File: src/rtl/core/i2cw_pkg.sv
// shared types and constants of the i2c master write sequencer
`default_nettype none

package i2cw_pkg;

  localparam int unsigned AddrWidth    = 8;
  localparam int unsigned TicksWidth   = 16;
  localparam int unsigned CfgDataWidth = 16;
  localparam int unsigned CfgIdxWidth  = 1;

  // configuration register indexes
  localparam logic [CfgIdxWidth-1:0] CFG_DEVICE_WRITE_ADDRESS = 1'd0;
  localparam logic [CfgIdxWidth-1:0] CFG_PHASE_TICKS          = 1'd1;

  // configuration reset values
  localparam logic [AddrWidth-1:0]  DeviceAddrReset = 8'h20;
  localparam logic [TicksWidth-1:0] PhaseTicksReset = 16'd5;

  typedef struct packed {
    logic       byte_offered;
    logic [7:0] data_byte;
    logic       first_byte;
    logic       last_byte;
    logic       sda_sampled;
  } in_item_t;

  typedef struct packed {
    logic clock_line;
    logic data_line;
    logic ready_for_byte;
    logic nack_seen;
    logic transfer_done;
  } out_item_t;

endpackage

`default_nettype wire

File: src/rtl/core/i2cw_if.sv
// valid/ready channel interfaces for input and result items
`default_nettype none

interface i2cw_in_if
  import i2cw_pkg::*;
();
  logic     valid;
  logic     ready;
  in_item_t item;

  modport source (output valid, output item, input ready);
  modport sink   (input valid, input item, output ready);
endinterface

interface i2cw_out_if
  import i2cw_pkg::*;
();
  logic      valid;
  logic      ready;
  out_item_t item;

  modport source (output valid, output item, input ready);
  modport sink   (input valid, input item, output ready);
endinterface

`default_nettype wire

File: src/rtl/core/i2cw_seq.sv
// bus phase sequencer: state registers and the per-tick step logic
`default_nettype none

module i2cw_seq
  import i2cw_pkg::*;
(
  input  wire logic                  clk_i,
  input  wire logic                  rst_ni,
  input  wire logic                  step_i,
  input  wire in_item_t              item_i,
  input  wire logic [AddrWidth-1:0]  dev_addr_i,
  input  wire logic [TicksWidth-1:0] phase_ticks_i,
  output      out_item_t             result_o
);

  typedef enum logic [3:0] {
    PH_IDLE     = 4'd0,
    PH_START_A  = 4'd1,
    PH_START_B  = 4'd2,
    PH_BIT_LOW  = 4'd3,
    PH_BIT_HIGH = 4'd4,
    PH_ACK_LOW  = 4'd5,
    PH_ACK_HIGH = 4'd6,
    PH_WAIT     = 4'd7,
    PH_STOP_A   = 4'd8,
    PH_STOP_B   = 4'd9
  } phase_e;

  phase_e                phase_q, phase_d;
  logic [3:0]            bit_cnt_q, bit_cnt_d;
  logic [7:0]            shift_q, shift_d;
  logic [TicksWidth-1:0] tick_q, tick_d;
  logic                  pend_last_q, pend_last_d;
  logic                  abort_q, abort_d;

  logic [TicksWidth-1:0] len;
  logic                  elapsed;
  logic                  ready;
  logic                  done;

  // zero length phase counts as one tick
  assign len     = (phase_ticks_i == '0) ? TicksWidth'(1) : phase_ticks_i;
  assign elapsed = ({1'b0, tick_q} + (TicksWidth + 1)'(1)) >= {1'b0, len};

  always_comb begin
    phase_d     = phase_q;
    bit_cnt_d   = bit_cnt_q;
    shift_d     = shift_q;
    tick_d      = elapsed ? '0 : tick_q + TicksWidth'(1);
    pend_last_d = pend_last_q;
    abort_d     = abort_q;
    ready       = 1'b0;
    done        = 1'b0;
    unique case (phase_q)
      PH_IDLE: begin
        tick_d = tick_q;
        if (item_i.byte_offered) begin
          if (item_i.first_byte) begin
            abort_d = 1'b0;
            phase_d = PH_START_A;
            tick_d  = '0;
          end else begin
            // stray byte, drop it
            ready = 1'b1;
          end
        end
      end
      PH_START_A: if (elapsed) phase_d = PH_START_B;
      PH_START_B: begin
        if (elapsed) begin
          shift_d   = dev_addr_i;
          bit_cnt_d = 4'd8;
          phase_d   = PH_BIT_LOW;
        end
      end
      PH_BIT_LOW: if (elapsed) phase_d = PH_BIT_HIGH;
      PH_BIT_HIGH: begin
        if (elapsed) begin
          if (bit_cnt_q[2:0] == 3'b111) begin
            phase_d = PH_ACK_LOW;
          end else begin
            shift_d   = {shift_q[6:0], 1'b0};
            bit_cnt_d = bit_cnt_q + 4'd1;
            phase_d   = PH_BIT_LOW;
          end
        end
      end
      PH_ACK_LOW: if (elapsed) phase_d = PH_ACK_HIGH;
      PH_ACK_HIGH: begin
        if (elapsed) begin
          if (item_i.sda_sampled) begin
            abort_d = 1'b1;
            phase_d = PH_STOP_A;
          end else if (!bit_cnt_q[3] && pend_last_q) begin
            phase_d = PH_STOP_A;
          end else begin
            phase_d = PH_WAIT;
          end
        end
      end
      PH_WAIT: begin
        tick_d = tick_q;
        if (item_i.byte_offered) begin
          ready       = 1'b1;
          shift_d     = item_i.data_byte;
          pend_last_d = item_i.last_byte;
          bit_cnt_d   = '0;
          phase_d     = PH_BIT_LOW;
          tick_d      = '0;
        end
      end
      PH_STOP_A: if (elapsed) phase_d = PH_STOP_B;
      PH_STOP_B: begin
        if (elapsed) begin
          done    = 1'b1;
          phase_d = PH_IDLE;
        end
      end
      default: begin
        phase_d = PH_IDLE;
        tick_d  = '0;
      end
    endcase
  end

  // line levels of the phase being entered
  always_comb begin
    result_o.ready_for_byte = ready;
    result_o.nack_seen      = abort_d;
    result_o.transfer_done  = done;
    unique case (phase_d)
      PH_START_B:  begin result_o.clock_line = 1'b1; result_o.data_line = 1'b0;       end
      PH_BIT_LOW:  begin result_o.clock_line = 1'b0; result_o.data_line = shift_d[7]; end
      PH_BIT_HIGH: begin result_o.clock_line = 1'b1; result_o.data_line = shift_d[7]; end
      PH_ACK_LOW:  begin result_o.clock_line = 1'b0; result_o.data_line = 1'b1;       end
      PH_WAIT:     begin result_o.clock_line = 1'b0; result_o.data_line = 1'b1;       end
      PH_STOP_A:   begin result_o.clock_line = 1'b0; result_o.data_line = 1'b0;       end
      PH_STOP_B:   begin result_o.clock_line = 1'b1; result_o.data_line = 1'b0;       end
      default:     begin result_o.clock_line = 1'b1; result_o.data_line = 1'b1;       end
    endcase
  end

  always_ff @(posedge clk_i or negedge rst_ni) begin
    if (!rst_ni) begin
      phase_q     <= PH_IDLE;
      bit_cnt_q   <= '0;
      shift_q     <= '0;
      tick_q      <= '0;
      pend_last_q <= 1'b0;
      abort_q     <= 1'b0;
    end else if (step_i) begin
      phase_q     <= phase_d;
      bit_cnt_q   <= bit_cnt_d;
      shift_q     <= shift_d;
      tick_q      <= tick_d;
      pend_last_q <= pend_last_d;
      abort_q     <= abort_d;
    end
  end

endmodule

`default_nettype wire

File: src/rtl/core/i2c_master_write_sequencer.sv
// top level of the i2c master write sequencer
//
// Steps an i2c master write transfer one time tick per input item: start
// condition, the configured address byte MSB first with its ACK slot, then
// data bytes with their own ACK slots, then a stop condition. A NACK sends
// an immediate stop and sets nack_seen until the next first-marked byte
// opens a transfer. Each input item yields exactly one result item holding
// the SCL/SDA levels of the phase entered on that tick plus the byte,
// nack and done flags. Throughput is one item per clock while the result
// side takes them; each is held in the result register behind the step logic.
// The input side stays ready while the result register is empty or being
// drained in the same cycle. Configuration writes take effect at once; the
// address register is sampled when the start condition ends.
`default_nettype none

module i2c_master_write_sequencer
  import i2cw_pkg::*;
(
  input  wire logic                    clk_i,
  input  wire logic                    rst_ni,
  // configuration write port
  input  wire logic                    cfg_we_i,
  input  wire logic [CfgIdxWidth-1:0]  cfg_idx_i,
  input  wire logic [CfgDataWidth-1:0] cfg_wdata_i,
  // item channels
  i2cw_in_if.sink                      in_i,
  i2cw_out_if.source                   out_o
);

  // configuration registers
  logic [AddrWidth-1:0]  dev_addr_q;
  logic [TicksWidth-1:0] phase_ticks_q;

  // result register
  logic      out_valid_q;
  out_item_t out_item_q;

  logic      in_accept;
  out_item_t step_result;

  always_ff @(posedge clk_i or negedge rst_ni) begin
    if (!rst_ni) begin
      dev_addr_q    <= DeviceAddrReset;
      phase_ticks_q <= PhaseTicksReset;
    end else if (cfg_we_i) begin
      unique case (cfg_idx_i)
        CFG_DEVICE_WRITE_ADDRESS: dev_addr_q    <= cfg_wdata_i[AddrWidth-1:0];
        CFG_PHASE_TICKS:          phase_ticks_q <= cfg_wdata_i[TicksWidth-1:0];
        default: ;
      endcase
    end
  end

  // take a new item whenever the result slot frees up this cycle
  assign in_i.ready = !out_valid_q || out_o.ready;
  assign in_accept  = in_i.valid && in_i.ready;

  i2cw_seq u_seq (
    .clk_i         (clk_i),
    .rst_ni        (rst_ni),
    .step_i        (in_accept),
    .item_i        (in_i.item),
    .dev_addr_i    (dev_addr_q),
    .phase_ticks_i (phase_ticks_q),
    .result_o      (step_result)
  );

  // result valid flag
  always_ff @(posedge clk_i or negedge rst_ni) begin
    if (!rst_ni) begin
      out_valid_q <= 1'b0;
    end else if (in_accept) begin
      out_valid_q <= 1'b1;
    end else if (out_o.ready) begin
      out_valid_q <= 1'b0;
    end
  end

  // result payload, no reset needed
  always_ff @(posedge clk_i) begin
    if (in_accept) begin
      out_item_q <= step_result;
    end
  end

  assign out_o.valid = out_valid_q;
  assign out_o.item  = out_item_q;

endmodule

`default_nettype wire
File: src/flat_wrapper.sv
// flat-port wrapper written by rule: the top's interface ports become plain ports
module i2c_master_write_sequencer_flat import i2cw_pkg::*;
  (clk_i, rst_ni, cfg_we_i, cfg_idx_i, cfg_wdata_i, in_i_valid, in_i_item, in_i_ready, out_o_valid, out_o_item, out_o_ready);
  i2cw_in_if in_i_i ();
  i2cw_out_if out_o_i ();
  input  wire logic clk_i;
  input  wire logic rst_ni;
  input  wire logic cfg_we_i;
  input  wire logic [CfgIdxWidth-1:0] cfg_idx_i;
  input  wire logic [CfgDataWidth-1:0] cfg_wdata_i;
  input wire logic [$bits(in_i_i.valid)-1:0] in_i_valid;
  input wire logic [$bits(in_i_i.item)-1:0] in_i_item;
  output wire logic [$bits(in_i_i.ready)-1:0] in_i_ready;
  output wire logic [$bits(out_o_i.valid)-1:0] out_o_valid;
  output wire logic [$bits(out_o_i.item)-1:0] out_o_item;
  input wire logic [$bits(out_o_i.ready)-1:0] out_o_ready;
  assign in_i_i.valid = in_i_valid;
  assign in_i_i.item = in_i_item;
  assign in_i_ready = in_i_i.ready;
  assign out_o_valid = out_o_i.valid;
  assign out_o_item = out_o_i.item;
  assign out_o_i.ready = out_o_ready;
  i2c_master_write_sequencer u_core (.clk_i(clk_i), .rst_ni(rst_ni), .cfg_we_i(cfg_we_i), .cfg_idx_i(cfg_idx_i), .cfg_wdata_i(cfg_wdata_i), .in_i(in_i_i), .out_o(out_o_i));
endmodule
File: config.mk
export PLATFORM = sky130hd
export DESIGN_NAME = i2c_master_write_sequencer_flat
export DESIGN_NICKNAME = d
export VERILOG_FILES = /design/src/rtl/core/i2cw_pkg.sv /design/src/rtl/core/i2cw_if.sv /design/src/rtl/core/i2cw_seq.sv /design/src/rtl/core/i2c_master_write_sequencer.sv /design/src/flat_wrapper.sv
export SDC_FILE = /design/constraint.sdc
export NUM_CORES = 1
export LEC_CHECK = 0
export BUFFER_PORTS_ARGS = -buffer_cell sky130_fd_sc_hd__buf_4
export CAP_MARGIN = 20
export CORE_MARGIN = 2
export CORE_UTILIZATION = 53
export DETAILED_ROUTE_END_ITERATION = 7
export GPL_ROUTABILITY_DRIVEN = 0
export GPL_TIMING_DRIVEN = 0
export PLACE_DENSITY = 0.77
export SYNTH_ARGS = -nofsm -noshare
export SYNTH_HDL_FRONTEND = slang
export SYNTH_SLANG_ARGS = --single-unit
File: constraint.sdc
create_clock -name clk_i -period 3.7 [get_ports clk_i]
set_input_delay 0.37 -clock clk_i [delete_from_list [all_inputs] [get_ports clk_i]]
set_output_delay 0.37 -clock clk_i [all_outputs]
set_load 0.02 [all_outputs]
==> impl_results.md <==
* Commonest non-fill, non-tap cell in the layout: dfrtp_1
* Post-synth top area cell: dfrtp_1
* Worst hold slack at 0.0760 ns
* Cts hold-fix bufs at 0
* Final HPWL DP at 5.75 mm
* Area of placed instances at between 4000 and 5000 um2
* Critical path class: reg2reg
* CP arrival at 3.70 ns
* Detailed Route WL at between 8 and 9 mm
* CP required at ~3.8 ns
* Final Hold Vio Count at 0
* Clock period minus worst slack at 3.60 ns
* Die Height at between 80 and 90 um
* Post-Layout Cell Count at 507
* Placed Cells at 480
* Clock Path Buffers at 2
* Pwr/cell area at about 500 nW/um2
* Largest net degree at the start of global routing at 60
* Slack of the critical path at between 0.1 and 0.15 ns
* Worst Tran Pin Value at between 0.7 and 0.8 ns
* Cell count after synthesis at 360
* Async S/R FF share, synth at 92.2%
* Main flop type after synthesis: dfrtp_1
* CP peak stage delay at about 0.44 ns
* EDFF count, synth at 5
* Worst-path clk slew at ~0.080 ns
* Unique cell type count in the Yosys netlist at between 50 and 60
* Fillers at around 550
* FP Rows at 30
* Antenna cells at 0
* Clock Latency Late Sink at 0.35 ns
* Setup crit end kind: register
* CTS tree: built
* Place WS at -0.202 ns
* Post-DR vias/cell at about 6
* TritonCTS Sinks at 64
* Fin crit share at around 97%
* Final Skew at about 0.011 ns
* Cell area after layout at around 4500 um2
* Yosys reg bits at between 60 and 70
* Max_slew headroom at 51.3%
* Setup violations, final at 0
* Initial DRC count at 176
* GRT overflow at 0
* WL/cell at 16.5 um
* Top-area cell type share of the netlist area at about two fifths
* Slew Viols, Final at 0
* DIE AREA at around 7600 um2
* Global-route wire length before repair at about 14 mm
* Hold Path Class: in2async
* Leak Pwr at around 2.1 nW
* Htree depth at 3
* Nets at 475
* Die Width at between 80 and 90 um
* Detail Route Antenna Nets at 0
* Starting Density at 54.2%
* Crit path max fanout at 9
* Maxcap violations at 0
* Area Growth Syn to Fin at 21.6%
* Initial antenna violation count at 0
* Num CTS Buffers at 9
* Seq/Total Area, Yosys at about 45%
* Commonest non-fill, non-tap cells in the layout: dfrtp_1, buf_4, nand2_1, mux2_2
* Tot GR Track Use at 23.2%
* Share of cells above drive strength 1 at 29.0%
* First-pass iteration count of the detailed router at 4
* Yosys warning count at 0
* Top cells by area, synth: dfrtp_1, mux2_2, ha_1
* Vias in the first global route at 2884
* I/O pins at a little over 40
* Outcome: finished, final reports clean
* Power, Total at between 2 and 2.5 mW
* Achievable Freq at between 0.2 and 0.3 GHz
* Crit-path slowest cell: o41a_1
* Syn Nets at a little over 400
* IO Port Bufs at 40
* CP cell instances: ha_2 > and3_4 > nand3_1 > xnor2_2 > ha_1 > nand4_1 > a21oi_1 > o41a_1 > or2_1 > buf_6 > a221o_1 > a211oi_2 > mux2i_1 > o211a_1
* Maximum VDD drop at between 0.0003 and 0.0004 V
* CP Launch Type: register
* Synthesized cell area at about 3700 um2
* CTS Root Cell: clkbuf_8
* Routed vias at 2974
* Area of the core at slightly below 7000 um2
* # DRC at 0
* Synthesized area per cell at slightly above 10 um2
==> metal layers <==
layer	vias to the layer above	share of wire [%]	track usage, %
met5	-	0	0
met4	0	1.8	7.55
met3	12	5.4	5.88
met2	78	49	37.7
met1	1441	44	30.6
li1	1443	-	-
==> final timing paths <==
| path | start | endpoint | slack, ns | cells past startpoint |
|---|---|---|---|---|
| worst min register to register | u_core.u_seq.shift_q[6]$_DFFE_PN0P_ | u_core.u_seq.shift_q[6]$_DFFE_PN0P_ | 0.49 | 2 |
| max in group asynchronous | rst_ni | u_core.u_seq.tick_q[0]$_DFFE_PN0P_ | 3.10 | 1 |
| min in group clk_i | in_i_valid | u_core.out_o.valid$_DFFE_PN0P_ | 0.22 | 2 |
| worst min-delay path | rst_ni | u_core.phase_ticks_q[12]$_DFFE_PN0P_ | 0.08 | 1 |
| worst max-delay path | u_core.u_seq.tick_q[1]$_DFFE_PN0P_ | u_core.out_o.item[3]$_DFFE_PP_ | 0.10 | 14 |
| worst max register to register | u_core.u_seq.tick_q[1]$_DFFE_PN0P_ | u_core.out_o.item[3]$_DFFE_PP_ | 0.10 | 14 |
==> per-stage QoR <==
| step | TNS (ns) | utilization, % |
|---|---|---|
| after floorplan | 0 | - |
| after global placement | -0.159 | 60.1 |
| after detailed placement | -0.294 | 60.1 |
| after CTS | 0 | 64.3 |
| after global routing | -0.0139 | 65.9 |
| final | 0 | 65.9 |
==> worst max-delay path, delay by kind of cell (launching register included) <==
kind | cells | cell delay, ns
adders and majority gates | 2 | 0.53
xor gates and xnor gates | 1 | 0.17
and+or+nand+nor | 4 | 0.73
DFF | 1 | 0.43
muxes | 1 | 0.09
buffers and inverters | 1 | 0.15
AOI/OAI and AO/OA | 5 | 1.24
==> where the power goes <==
| group | switching, mW | total, mW | internal [mW] |
|---|---|---|---|
| Sequential | 0.0820 | 0.892 | 0.810 |
| Combinational | 0.389 | 0.681 | 0.291 |
| Clock | 0.285 | 0.664 | 0.379 |
| Total | 0.757 | 2.24 | 1.48 |
==> cell type report <==
type / instances / area (um2) / area share [%]
plain buffers: 16 / 71.3 / 1.60
clock buffers: 9 / 124 / 2.78
clock inverters: 7 / 95.1 / 2.14
inverters: 21 / 78.8 / 1.77
multi-input cells: 259 / 1970 / 44.2
flip-flops and latches: 64 / 1630 / 36.6
well taps: 80 / 100 / 2.25
repair buffers: 51 / 383 / 8.60
==> state kept, by name (all words and copies together), names as in the netlist <==
signal / flops
u_core.out_o.valid: 1
u_core.u_seq.bit_cnt_q: 4
u_core.u_seq.shift_q: 8
u_core.u_seq.abort_q: 1
u_core.dev_addr_q: 8
u_core.phase_ticks_q: 16
u_core.u_seq.phase_q: 4
u_core.u_seq.pend_last_q: 1
u_core.out_o.item: 5
u_core.u_seq.tick_q: 16
==> repair_timing <==
action                                  4_1_cts  5_1_grt
gates cloned                                  0        0
pin swaps                                     2       10
endpoints found under the setup margin       24       25
gates resized for setup                       6       12
setup buffers                                 5        6
==> logic make-up (layout without fill, tap and decap cells) <==
| logic type | after synthesis | after routing | share of synthesized area [%] |
|---|---|---|---|
| adder cells (fa/ha/maj) | 19 | 19 | 6.49 |
| flip-flops | 64 | 64 | 44.5 |
| XOR/XNOR | 14 | 14 | 3.35 |
| buffers and inverters | 37 | 104 | 4.10 |
| AO/OA/AOI/OAI | 91 | 91 | 18.2 |
| AND/OR/NAND/NOR | 107 | 107 | 14.8 |
| multiplexers | 28 | 28 | 8.58 |
==> cell usage after synthesis, types with 5 or more instances <==
cell type	n
a22o_1	20
and3_1	6
edfxtp_1	5
xnor2_1	6
a22oi_1	6
a21o_1	5
nand2b_1	7
o21ai_1	9
nor2_1	13
clkbuf_1	12
dfrtp_1	56
a21oi_1	11
xor2_1	8
o21ai_0	13
ha_1	19
nor4_1	5
nand3_1	11
inv_1	20
nor3_1	13
nand2_1	34
mux2_2	27
No activity file was read; power rests on OpenSTA's default activity.
